## src/rtl/core/gregorian_date_add_days_unit_defines.svh

```systemverilog
// Assertion macros shared by the date unit modules
`ifndef GREGORIAN_DATE_ADD_DAYS_UNIT_DEFINES_SVH
`define GREGORIAN_DATE_ADD_DAYS_UNIT_DEFINES_SVH

// Check a property on every clock edge outside reset
`define GDA_ASSERT(lbl, prop, msg) \
    lbl: assert property (@(posedge aclk) disable iff (!aresetn) prop) else $error(msg);

// Check a property on every clock edge, reset included
`define GDA_ASSERT_ALWAYS(lbl, prop, msg) \
    lbl: assert property (@(posedge aclk) prop) else $error(msg);

`endif

```

## src/rtl/core/gda_pkg.sv

```systemverilog
// Shared types, calendar tables and a helper function for the date unit
`default_nettype none

package gda_pkg;

    localparam int unsigned YEAR_W  = 14;
    localparam int unsigned MONTH_W = 4;
    localparam int unsigned DAY_W   = 5;
    localparam int unsigned CNT_W   = 16;
    localparam int unsigned DOY_W   = 9;
    // Working day number: largest start day plus largest count
    localparam int unsigned WDAY_W  = 17;
    localparam int unsigned IDX_W   = 3;

    localparam logic [YEAR_W-1:0]  YEAR_MAX    = 14'd9999;
    localparam logic [YEAR_W-1:0]  CYCLE_400   = 14'd400;
    localparam logic [YEAR_W-1:0]  CYCLE_LAST  = 14'd399;
    localparam logic [YEAR_W-1:0]  CENTURY_1   = 14'd100;
    localparam logic [YEAR_W-1:0]  CENTURY_2   = 14'd200;
    localparam logic [YEAR_W-1:0]  CENTURY_3   = 14'd300;
    localparam logic [MONTH_W-1:0] MONTH_JAN   = 4'd1;
    localparam logic [MONTH_W-1:0] MONTH_FEB   = 4'd2;
    localparam logic [MONTH_W-1:0] MONTH_DEC   = 4'd12;
    localparam logic [DAY_W-1:0]   FEB_LEAP    = 5'd29;
    localparam logic [DAY_W-1:0]   FEB_COMMON  = 5'd28;
    // Restoring steps that reduce a year below 400 (400 << 5 covers 9999)
    localparam logic [IDX_W-1:0]   MOD_TOP_IDX = 3'd5;

    localparam logic [DAY_W-1:0] MONTH_DAYS [12] = '{
        5'd31, 5'd28, 5'd31, 5'd30, 5'd31, 5'd30,
        5'd31, 5'd31, 5'd30, 5'd31, 5'd30, 5'd31
    };

    localparam logic [DOY_W-1:0] DAYS_BEFORE [12] = '{
        9'd0,   9'd31,  9'd59,  9'd90,  9'd120, 9'd151,
        9'd181, 9'd212, 9'd243, 9'd273, 9'd304, 9'd334
    };

    localparam logic ACT_ADD_DAYS = 1'b0;
    localparam logic ACT_FROM_DOY = 1'b1;

    // Controller to datapath commands
    typedef struct packed {
        logic             load;
        logic             mod_step;
        logic [IDX_W-1:0] mod_idx;
        logic             walk_step;
        logic             out_load;
    } gda_cmd_t;

    // Datapath to controller status
    typedef struct packed {
        logic walk_done;
    } gda_stat_t;

    // Length of month m (1..12) in a leap or common year
    function automatic logic [DAY_W-1:0] month_len(input logic [MONTH_W-1:0] m,
                                                   input logic leap);
        logic [MONTH_W-1:0] idx;
        idx = m - MONTH_JAN;
        if (m == MONTH_FEB) begin
            month_len = leap ? FEB_LEAP : FEB_COMMON;
        end else begin
            month_len = MONTH_DAYS[idx];
        end
    endfunction

endpackage

`default_nettype wire

```

## src/rtl/core/gda_ctrl.sv

```systemverilog
// Sequencing state machine for the date unit
`default_nettype none

module gda_ctrl
    import gda_pkg::*;
(
    input  wire logic      aclk,
    input  wire logic      aresetn,
    input  wire logic      s_tvalid,
    output logic           s_tready,
    output logic           m_tvalid,
    input  wire logic      m_tready,
    input  wire gda_stat_t stat,
    output gda_cmd_t       cmd
);

`include "gregorian_date_add_days_unit_defines.svh"

    typedef enum logic [3:0] {
        ST_IDLE = 4'b0001,
        ST_MOD  = 4'b0010,
        ST_WALK = 4'b0100,
        ST_FIN  = 4'b1000
    } state_t;

    state_t           state_reg, state_next;
    logic [IDX_W-1:0] idx_reg, idx_next;
    logic             out_valid_reg, out_valid_next;
    logic             s_accept;
    logic             out_free;

    // Accept only when idle and out of reset
    assign s_tready = (state_reg == ST_IDLE) && aresetn;
    assign s_accept = s_tvalid && s_tready;
    assign m_tvalid = out_valid_reg;
    assign out_free = !out_valid_reg || m_tready;

    // Next state and datapath commands
    always_comb begin
        state_next    = state_reg;
        idx_next      = idx_reg;
        cmd           = '0;
        cmd.mod_idx   = idx_reg;
        case (state_reg)
            ST_IDLE: begin
                if (s_accept) begin
                    cmd.load   = 1'b1;
                    idx_next   = MOD_TOP_IDX;
                    state_next = ST_MOD;
                end
            end
            ST_MOD: begin
                cmd.mod_step = 1'b1;
                if (idx_reg == '0) begin
                    state_next = ST_WALK;
                end else begin
                    idx_next = idx_reg - 1'b1;
                end
            end
            ST_WALK: begin
                if (stat.walk_done) begin
                    state_next = ST_FIN;
                end else begin
                    cmd.walk_step = 1'b1;
                end
            end
            ST_FIN: begin
                if (out_free) begin
                    cmd.out_load = 1'b1;
                    state_next   = ST_IDLE;
                end
            end
            default: begin
                state_next = ST_IDLE;
            end
        endcase
    end

    // Hold the result valid until its transfer completes
    always_comb begin
        out_valid_next = out_valid_reg;
        if (m_tvalid && m_tready) begin
            out_valid_next = 1'b0;
        end
        if (cmd.out_load) begin
            out_valid_next = 1'b1;
        end
    end

    always_ff @(posedge aclk) begin
        if (!aresetn) begin
            state_reg     <= ST_IDLE;
            idx_reg       <= '0;
            out_valid_reg <= 1'b0;
        end else begin
            state_reg     <= state_next;
            idx_reg       <= idx_next;
            out_valid_reg <= out_valid_next;
        end
    end

    `GDA_ASSERT(a_load_free, cmd.out_load |-> (!out_valid_reg || m_tready),
        "result register overwritten before its transfer")
    `GDA_ASSERT(a_accept_mod, s_accept |=> (state_reg == ST_MOD),
        "accepted item did not start year reduction")
    `GDA_ASSERT(a_mod_to_walk, (state_reg == ST_MOD && idx_reg == '0) |=>
        (state_reg == ST_WALK), "year reduction did not hand over to walk")
    `GDA_ASSERT(a_walk_exit, (state_reg == ST_WALK) |=>
        (state_reg == ST_WALK || state_reg == ST_FIN), "walk left to wrong state")

endmodule

`default_nettype wire

```

## src/rtl/core/gda_dpath.sv

```systemverilog
// Date registers, year reduction and month walk datapath
`default_nettype none

module gda_dpath
    import gda_pkg::*;
(
    input  wire logic               aclk,
    input  wire logic               aresetn,
    input  wire gda_cmd_t           cmd,
    output gda_stat_t               stat,
    input  wire logic               in_action,
    input  wire logic [YEAR_W-1:0]  in_year,
    input  wire logic [MONTH_W-1:0] in_month,
    input  wire logic [DAY_W-1:0]   in_day,
    input  wire logic [CNT_W-1:0]   day_count,
    output logic [YEAR_W-1:0]       out_year,
    output logic [MONTH_W-1:0]      out_month,
    output logic [DAY_W-1:0]        out_day,
    output logic [DOY_W-1:0]        out_day_of_year
);

`include "gregorian_date_add_days_unit_defines.svh"

    logic [YEAR_W-1:0]  y_reg, y_next;
    logic [MONTH_W-1:0] m_reg, m_next;
    logic [WDAY_W-1:0]  d_reg, d_next;
    // Year modulo 400 once reduced
    logic [YEAR_W-1:0]  rem_reg, rem_next;

    logic [YEAR_W-1:0]  oy_reg;
    logic [MONTH_W-1:0] om_reg;
    logic [DAY_W-1:0]   od_reg;
    logic [DOY_W-1:0]   odoy_reg;

    logic [YEAR_W-1:0]  y_sat;
    logic [MONTH_W-1:0] m_start;
    logic [DAY_W-1:0]   d_start;
    logic [YEAR_W-1:0]  mod_sub;
    logic               leap;
    logic [DAY_W-1:0]   cur_len;
    logic [MONTH_W-1:0] m_idx;
    logic [DOY_W-1:0]   doy;

    // Leap: divisible by 4, and not a century unless divisible by 400
    assign leap = (y_reg[1:0] == 2'b00) &&
                  !(rem_reg == CENTURY_1 || rem_reg == CENTURY_2 || rem_reg == CENTURY_3);
    assign cur_len        = month_len(m_reg, leap);
    assign stat.walk_done = (d_reg <= WDAY_W'(cur_len));
    assign mod_sub        = CYCLE_400 << cmd.mod_idx;
    assign m_idx          = m_reg - MONTH_JAN;
    assign doy = DAYS_BEFORE[m_idx] + DOY_W'(d_reg[DAY_W-1:0])
               + DOY_W'(leap && (m_reg > MONTH_FEB));

    // Clamp the start fields
    always_comb begin
        y_sat   = (in_year > YEAR_MAX) ? YEAR_MAX : in_year;
        m_start = in_month;
        if (in_month < MONTH_JAN) begin
            m_start = MONTH_JAN;
        end else if (in_month > MONTH_DEC) begin
            m_start = MONTH_DEC;
        end
        d_start = (in_day == '0) ? DAY_W'(1) : in_day;
    end

    // Load, reduce the year, then advance one month per step
    always_comb begin
        y_next   = y_reg;
        m_next   = m_reg;
        d_next   = d_reg;
        rem_next = rem_reg;
        if (cmd.load) begin
            y_next   = y_sat;
            rem_next = y_sat;
            if (in_action == ACT_ADD_DAYS) begin
                m_next = m_start;
                d_next = WDAY_W'(d_start) + WDAY_W'(day_count);
            end else begin
                m_next = MONTH_JAN;
                d_next = (day_count == '0) ? WDAY_W'(1) : WDAY_W'(day_count);
            end
        end else if (cmd.mod_step) begin
            if (rem_reg >= mod_sub) begin
                rem_next = rem_reg - mod_sub;
            end
        end else if (cmd.walk_step) begin
            d_next = d_reg - WDAY_W'(cur_len);
            if (m_reg == MONTH_DEC) begin
                m_next   = MONTH_JAN;
                y_next   = y_reg + 1'b1;
                rem_next = (rem_reg == CYCLE_LAST) ? '0 : rem_reg + 1'b1;
            end else begin
                m_next = m_reg + 1'b1;
            end
        end
    end

    always_ff @(posedge aclk) begin
        y_reg   <= y_next;
        m_reg   <= m_next;
        d_reg   <= d_next;
        rem_reg <= rem_next;
    end

    // Capture the finished date
    always_ff @(posedge aclk) begin
        if (cmd.out_load) begin
            oy_reg   <= y_reg;
            om_reg   <= m_reg;
            od_reg   <= d_reg[DAY_W-1:0];
            odoy_reg <= doy;
        end
    end

    assign out_year        = oy_reg;
    assign out_month       = om_reg;
    assign out_day         = od_reg;
    assign out_day_of_year = odoy_reg;

    `GDA_ASSERT(a_walk_month, cmd.walk_step |-> (m_reg >= MONTH_JAN && m_reg <= MONTH_DEC),
        "month out of range during walk")
    `GDA_ASSERT(a_walk_rem, cmd.walk_step |-> (rem_reg < CYCLE_400),
        "year residue not reduced before walk")
    `GDA_ASSERT(a_out_day, cmd.out_load |=> (out_day != '0 && out_day_of_year != '0),
        "zero day in finished result")

endmodule

`default_nettype wire

```

## src/rtl/core/gregorian_date_add_days_unit.sv

```systemverilog
// After an input transfer the unit reduces the year, then walks the N month ends crossed (0..~2160),
// and then raises m_tvalid. It takes one item at a time: s_tready is low until the result is loaded.
// The walk retires one month per cycle in a single subtract-and-compare unit,
// after a restoring reduction of the year modulo 400.
// Reset (aresetn low, synchronous) clears the state machine and the result valid flag;
// no clearing pass, s_tready is high as soon as aresetn is high.
`default_nettype none

module gregorian_date_add_days_unit
    import gda_pkg::*;
(
    input  wire logic        aclk,
    input  wire logic        aresetn,
    input  wire logic        s_tvalid,
    output logic             s_tready,
    // in_year[13:0], in_month[17:14], in_day[22:18], day_count[38:23], zero[39]
    input  wire logic [39:0] s_tdata,
    // action[0]
    input  wire logic [0:0]  s_tuser,
    output logic             m_tvalid,
    input  wire logic        m_tready,
    // out_year[13:0], out_month[17:14], out_day[22:18], out_day_of_year[31:23]
    output logic [31:0]      m_tdata
);

    gda_cmd_t           cmd;
    gda_stat_t          stat;
    logic [YEAR_W-1:0]  out_year;
    logic [MONTH_W-1:0] out_month;
    logic [DAY_W-1:0]   out_day;
    logic [DOY_W-1:0]   out_day_of_year;

    gda_ctrl u_ctrl (
        .aclk     (aclk),
        .aresetn  (aresetn),
        .s_tvalid (s_tvalid),
        .s_tready (s_tready),
        .m_tvalid (m_tvalid),
        .m_tready (m_tready),
        .stat     (stat),
        .cmd      (cmd)
    );

    gda_dpath u_dpath (
        .aclk            (aclk),
        .aresetn         (aresetn),
        .cmd             (cmd),
        .stat            (stat),
        .in_action       (s_tuser[0]),
        .in_year         (s_tdata[13:0]),
        .in_month        (s_tdata[17:14]),
        .in_day          (s_tdata[22:18]),
        .day_count       (s_tdata[38:23]),
        .out_year        (out_year),
        .out_month       (out_month),
        .out_day         (out_day),
        .out_day_of_year (out_day_of_year)
    );

    // Pack the result fields
    assign m_tdata = {out_day_of_year, out_day, out_month, out_year};

endmodule

`default_nettype wire

```

## config.mk

```make
export PLATFORM = sky130hd
export DESIGN_NAME = gregorian_date_add_days_unit
export DESIGN_NICKNAME = d
export VERILOG_FILES = /design/src/rtl/core/gda_pkg.sv /design/src/rtl/core/gda_ctrl.sv /design/src/rtl/core/gda_dpath.sv /design/src/rtl/core/gregorian_date_add_days_unit.sv
export VERILOG_INCLUDE_DIRS = /design/src /design/src/rtl/core
export SDC_FILE = /design/constraint.sdc
export NUM_CORES = 1
export LEC_CHECK = 0
export BUFFER_PORTS_ARGS = -buffer_cell sky130_fd_sc_hd__buf_2
export CORE_MARGIN = 2
export CORE_UTILIZATION = 64
export DETAILED_ROUTE_END_ITERATION = 12
export GPL_TIMING_DRIVEN = 1
export HOLD_SLACK_MARGIN = 0.06
export PLACE_DENSITY = 0.87
export SYNTH_ARGS = -nofsm -noshare
export SYNTH_HDL_FRONTEND = slang
export SYNTH_HIERARCHICAL = 1
export SYNTH_SLANG_ARGS = --single-unit
```

## constraint.sdc

```tcl
create_clock -name aclk -period 10.95 [get_ports aclk]
set_input_delay 1.6425 -clock aclk [delete_from_list [all_inputs] [get_ports aclk]]
set_output_delay 1.6425 -clock aclk [all_outputs]
set_load 0.005 [all_outputs]
```

======== Yosys cells after proc, flatten, opt, wreduce, memory -nomap -nowiden ========
Memories as Yosys holds them, arrays and structs flattened.
Cells that the tools add are included.
Widths: inputs -> output; s select.
word-level totals
  memories ................................ 2
  register bits ........................... 89
  output and inout bits ................... 34
  logic and storage cells ................. 121
  bits in latches ......................... 0
  memory bits (writable) .................. 0
  ROM bits ................................ 224
operators by class
  div/mod/pow operators ................... 0
  mux-type cells .......................... 47
  reduce and logical (&&, ||, !) cells .... 25
  equal/unequal tests ..................... 17
  bitwise operators ....................... 1
  add/subtract/negate cells ............... 10
  shift operators ......................... 1
  multipliers ............................. 0
  order comparisons ....................... 7
memory list
  memory            words  width  read ports  clocked after memory_dff  write ports  line             source
  (name not given)  16     9      1           0                         0            gda_dpath.sv:51  assign doy = DAYS_BEFORE[m_idx] + DOY_W'(d_reg[DAY_W-1:0])
  (name not given)  16     5      1           0                         0            gda_pkg.sv:64    month_len = MONTH_DAYS[idx];
operators with widths
  kind                   count
  $mux 14                11
  $mux 17                4
  $mux 4                 11
  $add 14x1->14 const B  2
  $eq 14x9->1 const B    2
  $mux 5                 4
  $mux 9                 2
  $add 5x16->17          1
  $le 17x5->1            1
  $sub 17x5->17          1
  $logic_not 16->1       1
  $mux 16                1
  $pmux 4 s4             1
  $eq 14x7->1 const B    1
  $eq 14x8->1 const B    1
  $ge 14x14->1           1
  $gt 14x14->1 const B   1
  $shl 9x3->14 const A   1
  $sub 14x14->14         1
  $mux 1                 10
  $add 9x1->9            1
  $add 9x5->9            1
  $reduce_and 3->1       3
  $eq 4x2->1 const B     2
  other kinds (26)       43

======== Logic depth before layout (Yosys ltp) ========
Gate-level depths: netlist of run 1.
  depth in word-level cells ............... 13
  depth in mapped cells ................... 18
  mapped depth without buffers ............ 17

======== Cells and area by module ========
The synthesis of run 1 kept the hierarchy.
by module, submodules not included
  module     times used  sequential area each (µm²)  cells each  area an instance (µm²)
  gda_dpath  1           2432.3                      594         5805.6
  gda_ctrl   1           160.2                       52          484.2

======== Worst setup path before layout of run 1 ========
Ideal clock, no wire load.
  kind .................................... reg-to-reg
  from .................................... register u_dpath.m_reg[0]
  to ...................................... register u_dpath.y_reg[0], enable pin
  setup slack ............................. 6.579 ns
  arrival time ............................ 3.967 ns
  buffers on the path ..................... 2
  cell stages (with the launch flop) ...... 18
  cell sequence ........................... edfxtp_1 -> buf_2 -> inv_1 -> ha_1 -> buf_2 -> mux2_2 -> nand3_1 -> o2111ai_1 -> o21ai_0 -> a31o_2 -> ha_1 -> nor2b_1 -> o2111ai_2 -> a21oi_1 -> nor4b_1 -> nor4b_1 -> nand2b_1 -> o21ai_0
RTL lines
  what                    line              source
  from (decl)             gda_dpath.sv:25   logic [MONTH_W-1:0] m_reg, m_next;
  from (signal assigned)  gda_dpath.sv:100  m_reg <= m_next;
  to (signal assigned)    gda_dpath.sv:99   y_reg <= y_next;
  to (decl)               gda_dpath.sv:24   logic [YEAR_W-1:0] y_reg, y_next;

==> results.py, run 1 <==
metrics = {
    "global_routing": {
        "grt_pass1_vias": 4788,
        "grt_max_degree": 53,
        "antenna_found_initial": 0,
        "grt_use_total": 0.266,
        "overflow": 0,
        "grt_pass1_wl_um": 22300,
    },
    "power_and_ir_drop": {
        "power.static_leakage_nw": 2.61,
        "intPower_uw": 552,
        "p_comb_frac": 0.210,
        "switching_power_uw": 249,
        "seqPwrFrac": 0.513,
        "power.density_mw_per_mm2": 115,
        "pwr-share-clk": 0.277,
        "swShare": 0.311,
        "vdd_drop_max_mv": 0.0620,
    },
    "worst_setup_path": {
        "r2r_setup_slack_ns": 5.91,
        "worstSetupPathType": "flop to flop",
        "rr_worst_depth": 17,
        "cp.arrival_ns": 5.05,
        "crit_start": "u_dpath/m_reg[0]$_DFFE_PP_",
        "cp.required_ns": 10.96,
        "cpPeakStageDelay_ns": 0.70,
        "r2r_end": "u_dpath/rem_reg[5]$_DFFE_PP_",
        "worstPathMaxFanout": 17,
        "setup.worst_path.end": "u_dpath/rem_reg[5]$_DFFE_PP_",
        "critPathLaunchType": "flop",
        "slowest_stage": "edfxtp_1",
        "cp-end-kind": "flop",
        "reg2reg_from": "u_dpath/m_reg[0]$_DFFE_PP_",
        "path_cells": "inv_1, ha_1, nor2_1, o21a_1, nor2_1, o2111ai_1, o21ai_0, a31o_2, ha_1, nor2b_1, o2111ai_2, a21oi_1, nor4b_1, nor4b_1, nand2b_1, o21ai_0, a21o_1",
    },
    "floorplanning": {
        "io_pins": 79,
        "initial_core_util": 0.653,
        "die_area_mm2": 0.0106,
        "die_h_um": 103,
        "rows": 36,
        "core_area_mm2": 0.00964,
        "fp.dieW_um": 103,
    },
    "synth": {
        "ys_seq_area_frac": 0.412,
        "netlist_area_mm2": 0.00629,
        "synth_top_area_frac": 0.387,
        "synthCells": 646,
        "synth-seq-cells": 89,
        "synthTopCellsByArea": "edfxtp_1 (39%), ha_1 (7.4%), xnor2_1 (5.0%), xor2_1 (4.0%), o21ai_0 (3.8%)",
        "synth_edf_count": 81,
        "synth_cell_types": 78,
        "synth-main-ff-cell": "edfxtp_1",
        "synthesis.nets": 732,
        "yosysTopAreaCell": "edfxtp_1",
        "avgSynthCellArea_um2": 9.74,
        "yosys_warnings": 6,
        "synthArstFlopShare": 0,
    },
    "outcome": {
        "status": "finished clean",
    },
    "sta": {
        "max_clock_freq_mhz": 199,
        "finalSetupViolCount": 0,
        "setup_tns_ns": 0,
        "report.final.slew_viol_count": 0,
        "hold_viol": 0,
        "period_minus_slack_ns": 5.04,
        "timing.final.crit_share": 0.460,
        "max_slew_margin": 0.287,
        "grt_setup_unrepaired": "no",
        "finalClockSkew_ns": 0.0106,
        "worst_slew_pin_slew_ns": 1.06,
    },
    "placed_design": {
        "io_buffers": 77,
        "hpwl_um": 10200,
        "gp_congestion": 0.933,
    },
    "clock_network": {
        "path_clk_slew_ns": 0.10,
        "clk_latency_ns": 0.36,
        "clock-sinks": 89,
        "cts_max_level": 3,
        "cts_resized": 0,
        "cts_tree": "done",
        "cts_setup_buffers": 0,
        "ctsHoldBuffers": 0,
        "cts_root_buf": "clkbuf_8",
        "cts_buffers": 9,
        "cts_buffer_depth": 2,
    },
    "route": {
        "vias": 5181,
        "wl_met2_um": 6770,
        "route.met3.wl_um": 802,
        "wl_met1_um": 6000,
        "topRoutingLayerUsed": "met4",
        "viasPerCell": 6.10,
        "drc_errors": 0,
        "ant_nets": 0,
        "routedWlPerCell_um": 16.2,
        "wl_um": 13800,
        "drt_iter0_markers": 525,
        "firstDrtPassIters": 5,
    },
    "hold_path": {
        "min_path_type": "flop to flop",
        "worstHoldStart": "u_dpath/y_reg[13]$_DFFE_PP_",
    },
    "final_layout": {
        "syn2layout_area_growth_pct": 10.3,
        "layout.nets": 798,
        "fill_cells": 730,
        "final_core_util": 0.720,
        "diodes": 0,
        "largest_reg_flops": 17,
        "layout-drive-gt1-share": 0.166,
    },
    "job": {
        "maxCapViolCount": 0,
    },
}
worst max-delay path: cells and delay by family (launching register included):
family          cells  cell delay (ns)
compound gates      8             2.09
fa+ha+maj           2             0.62
buf+inv             1             0.22
flops               1             0.70
simple gates        6             1.07
per-layer routing:
metal,track usage,vias to the layer above
met5,0,-
met4,0.0870,0
met3,0.0414,22
met2,0.438,184
met1,0.362,2453
li1,-,2522
layout make-up:
| cell class | instances | area, µm² | share of cell area |
|---|---|---|---|
| clock buffer | 9 | 124 | 0.0179 |
| clock inverter | 7 | 70.1 | 0.0101 |
| inverter | 36 | 135 | 0.0195 |
| multi-input combinational | 497 | 3450 | 0.497 |
| sequential | 89 | 2590 | 0.374 |
| tap | 133 | 166 | 0.0240 |
| timing repair buffer | 79 | 400 | 0.0577 |
worst min-delay path by stage:
stage                                          end  slack [ns]  cells past startpoint
floorplan           u_dpath/out_year[13]$_DFFE_PP_        0.45                      0
global placement    u_dpath/out_year[13]$_DFFE_PP_        0.46                      0
detailed placement  u_dpath/out_year[13]$_DFFE_PP_        0.47                      0
CTS                 u_dpath/out_year[13]$_DFFE_PP_        0.49                      0
global route        u_dpath/out_year[13]$_DFFE_PP_        0.52                      0
finish              u_dpath/out_year[13]$_DFFE_PP_        0.48                      0
per-stage QoR:
step	cells	hold slack (ns)	worst slack, ns	instance area (µm²)	power, mW
6_report	850	0.483	5.91	6940	0.801
2_1_floorplan	646	0.449	6.58	6290	0.538
3_3_place_gp	834	0.459	6.18	6740	0.573
3_5_place_dp	834	0.466	6.01	6740	0.583
4_1_cts	850	0.490	5.98	6940	0.803
5_1_grt	850	0.517	5.35	6940	0.841
power by group through the flow:
stage	clock network [mW]	registers, mW	logic [mW]
2_1_floorplan	0	0.409	0.129
3_3_place_gp	0	0.417	0.157
3_5_place_dp	0	0.418	0.165
4_1_cts	0.227	0.410	0.166
5_1_grt	0.240	0.413	0.188
6_report	0.222	0.411	0.168
cell families (layout without fill, tap and decap cells):
| logic type | after synthesis | count (layout) | share of synthesized area |
|---|---|---|---|
| AND/OR/NAND/NOR | 216 | 216 | 0.188 |
| multiplexers | 8 | 8 | 0.0129 |
| adder cells (fa/ha/maj) | 41 | 41 | 0.0863 |
| AO/OA/AOI/OAI | 167 | 167 | 0.170 |
| flip-flops | 89 | 89 | 0.412 |
| XOR/XNOR | 65 | 65 | 0.0905 |
| buffers and inverters | 60 | 131 | 0.0398 |
cells in the mapped netlist (4+ instances only):
library cell	instances
a31oi_1	5
inv_1	34
dfxtp_1	8
a211oi_1	4
nand2_1	52
nor2b_1	12
nand3_1	24
and3_1	8
nand2b_1	8
o21ai_1	5
ha_1	37
a21o_1	11
clkbuf_1	12
xor2_1	29
nor2_1	50
fa_1	4
nand4_1	7
nor3_1	11
o22ai_1	8
buf_4	5
buf_2	5
o21a_1	5
nand3b_1	6
xnor2_1	36
nor4_1	10
mux2i_1	7
o21ai_0	48
and2_1	4
a21oi_1	40
edfxtp_1	81
o221ai_1	4
placed cells by master, fill, tap and decap left out, types with 29 or more instances in the layout:
cell,instances
edfxtp_1,81
buf_2,77
nand2_1,52
nor2_1,50
o21ai_0,47
a21oi_1,40
ha_1,37
xnor2_1,36
inv_1,34
xor2_1,29
Note: power is estimated with default switching activity, not from simulation.
==> run 2, diff against run 1 <==
--- a/config.mk
+++ b/config.mk
@@ -8,11 +8,11 @@
 export LEC_CHECK = 0
 export BUFFER_PORTS_ARGS = -buffer_cell sky130_fd_sc_hd__buf_2
 export CORE_MARGIN = 2
-export CORE_UTILIZATION = 64
+export CORE_UTILIZATION = 53
 export DETAILED_ROUTE_END_ITERATION = 12
 export GPL_TIMING_DRIVEN = 1
 export HOLD_SLACK_MARGIN = 0.06
-export PLACE_DENSITY = 0.87
+export PLACE_DENSITY = 0.77
 export SYNTH_ARGS = -nofsm -noshare
 export SYNTH_HDL_FRONTEND = slang
 export SYNTH_HIERARCHICAL = 1
==> constraint.sdc (replaced) <==
create_clock -name aclk -period 4.3 [get_ports aclk]
set_input_delay 0.645 -clock aclk [delete_from_list [all_inputs] [get_ports aclk]]
set_output_delay 0.645 -clock aclk [all_outputs]
set_load 0.005 [all_outputs]
==> run 2 against run 1 <==
  * The flow now finishes with violations (DRC)
  * Clock-buffer cell count rose by 1
  * Register-to-register slack got worse by 5.6 ns
  * Die area rose by 20%
  * Total power rose to 2.9 times the previous value
  * First-iteration DRC count fell by 22%
  * Fmax rose by 28%
  * Flip-flop and latch count did not move
  * Clock skew fell by 0.0010 ns
  * Largest cell class unchanged
==> results.py, run 2 (synthesis gave the netlist of run 1 again) <==
metrics = {
    "outcome": {
        "status": "finished with violations",
        "violations": "DRC",
    },
    "final_layout": {
        "mostFrequentLayoutCells": "edfxtp_1 (81), buf_2 (77), nand2_1 (52)",
        "diodes": 0,
        "fill_cells": 969,
        "instances_no_fill": 868,
        "layout_commonest_cell": "edfxtp_1",
        "largest_reg_flops": 17,
        "postLayoutCellArea_mm2": 0.00713,
        "syn2layout_area_growth_pct": 13.3,
        "layout-drive-gt1-share": 0.175,
        "layout.nets": 806,
    },
    "power_and_ir_drop": {
        "power.density_mw_per_mm2": 322,
        "seqPwrFrac": 0.454,
        "total_power_mw": 2.30,
        "switching_power_uw": 651,
        "pwr-share-clk": 0.353,
        "swShare": 0.284,
        "intPower_mw": 1.65,
        "p_comb_frac": 0.192,
        "power.static_leakage_nw": 2.70,
        "vdd_drop_max_mv": 0.211,
    },
    "sta": {
        "holdWs_ns": 0.499,
        "setup_tns_ns": 0,
        "timing.final.crit_share": 0.916,
        "max_clock_freq_mhz": 254,
        "report.final.slew_viol_count": 0,
        "finalClockSkew_ns": 0.00955,
        "hold_viol": 0,
        "finalSetupViolCount": 0,
        "grt_setup_unrepaired": "no",
        "worst_slew_pin_slew_ns": 0.822,
        "max_slew_margin": 0.451,
        "period_minus_slack_ns": 3.94,
    },
    "clock_network": {
        "cts_buffer_depth": 2,
        "clock-sinks": 89,
        "clk_latency_ns": 0.35,
        "cts_max_level": 3,
        "cts_root_buf": "clkbuf_16",
        "cts_tree": "done",
        "cts_buffers": 9,
        "path_clk_slew_ns": 0.07,
        "ctsHoldBuffers": 0,
    },
    "route": {
        "ant_nets": 0,
        "wl_um": 14400,
        "viasPerCell": 6.01,
        "route.met3.wl_um": 978,
        "drc_errors": 6,
        "vias": 5218,
        "wl_met2_um": 6910,
        "firstDrtPassIters": 9,
        "routedWlPerCell_um": 16.6,
        "drt_iter0_markers": 412,
        "wl_met1_um": 6260,
        "topRoutingLayerUsed": "met4",
    },
    "floorplanning": {
        "rows": 39,
        "core_area_mm2": 0.0115,
        "die_area_mm2": 0.0128,
        "io_pins": 79,
        "fp.dieW_um": 113,
        "die_h_um": 113,
        "initial_core_util": 0.546,
    },
    "worst_setup_path": {
        "worstSetupPathType": "flop to flop",
        "worstPathMaxFanout": 11,
        "cp-end-kind": "flop",
        "cp.required_ns": 4.36,
        "cp.arrival_ns": 4.00,
        "critPathLaunchType": "flop",
    },
    "hold_path": {
        "min_path_type": "flop to flop",
    },
    "global_routing": {
        "overflow": 0,
        "grt_pass1_wl_um": 23500,
        "grt_max_degree": 52,
        "antenna_found_initial": 0,
        "grt_use_total": 0.231,
        "grt_pass1_vias": 4945,
    },
    "placed_design": {
        "placed_cell_area_mm2": 0.00682,
        "gp_congestion": 0.928,
        "io_buffers": 77,
        "dp.cells": 852,
        "hpwl_um": 10500,
    },
    "job": {
        "maxCapViolCount": 0,
    },
}
run 2: changes by cell type in the layout (fill, tap and decap cells not counted), sizes merged:
| cell | previous run | this run |
|---|---|---|
| buf | 79 | 87 |
| clkinv | 2 | 0 |
| bufinv | 0 | 1 |
| clkbuf | 9 | 10 |
| clkinvlp | 1 | 2 |
| inv | 40 | 39 |
run 2: final timing paths:
kind                                    endpoint                        start  slack, ns  depth (start not counted)
setup / recovery    u_dpath/rem_reg[9]$_DFFE_PP_   u_dpath/m_reg[0]$_DFFE_PP_       0.36                         18
hold / removal    u_dpath/out_year[13]$_DFFE_PP_  u_dpath/y_reg[13]$_DFFE_PP_       0.50                          0
setup reg to reg    u_dpath/rem_reg[9]$_DFFE_PP_   u_dpath/m_reg[0]$_DFFE_PP_       0.36                         18
hold reg to reg   u_dpath/out_year[13]$_DFFE_PP_  u_dpath/y_reg[13]$_DFFE_PP_       0.50                          0
run 2: layout make-up:
type	instances	area (µm²)	share of cell area
inverters	36	135	0.0190
clock inverters	6	73.8	0.0104
flip-flops and latches	89	2590	0.364
well taps	143	179	0.0251
multi-input cells	497	3460	0.485
clock buffers	10	229	0.0321
repair buffers	87	460	0.0646
run 2: metal layers:
metal | GRT usage | vias up
li1 | - | 2533
met1 | 0.309 | 2467
met2 | 0.379 | 188
met3 | 0.0412 | 30
met4 | 0.0821 | 0
met5 | 0 | -
run 2: timing repair:
item                                    in CTS  in global routing
endpoints found under the setup margin       0                 11
buffers inserted                             0                  0
gates resized for setup                      0                  2
run 2: critical path, cell delays in order, from the launching register on:
cell	delay, ns
edfxtp_1	0.44
inv_1	0.15
ha_1	0.32
nor2_1	0.23
o21a_1	0.15
nor2_1	0.04
o2111ai_1	0.18
o21ai_0	0.11
a31o_2	0.23
ha_1	0.18
nor2b_1	0.16
o2111ai_2	0.20
a21oi_1	0.22
nor4b_2	0.10
nor4b_1	0.27
nand2b_1	0.15
o21ai_1	0.20
a21o_1	0.11
buf_4	0.19
run 2: per-stage QoR:
stage,util,setup WS [ns]
floorplan,-,0.308
global placement,0.592,0.391
detailed placement,0.592,0.278
CTS,0.618,0.157
global route,0.619,0.0143
finish,0.619,0.360
run 2: power by group through the flow:
stage	combinational (mW)	sequential, mW	clock [mW]
final	0.442	1.04	0.811
after global routing	0.492	1.05	0.859
after CTS	0.437	1.04	0.826
after detailed placement	0.431	1.06	0
after global placement	0.414	1.06	0
after floorplan	0.329	1.04	0
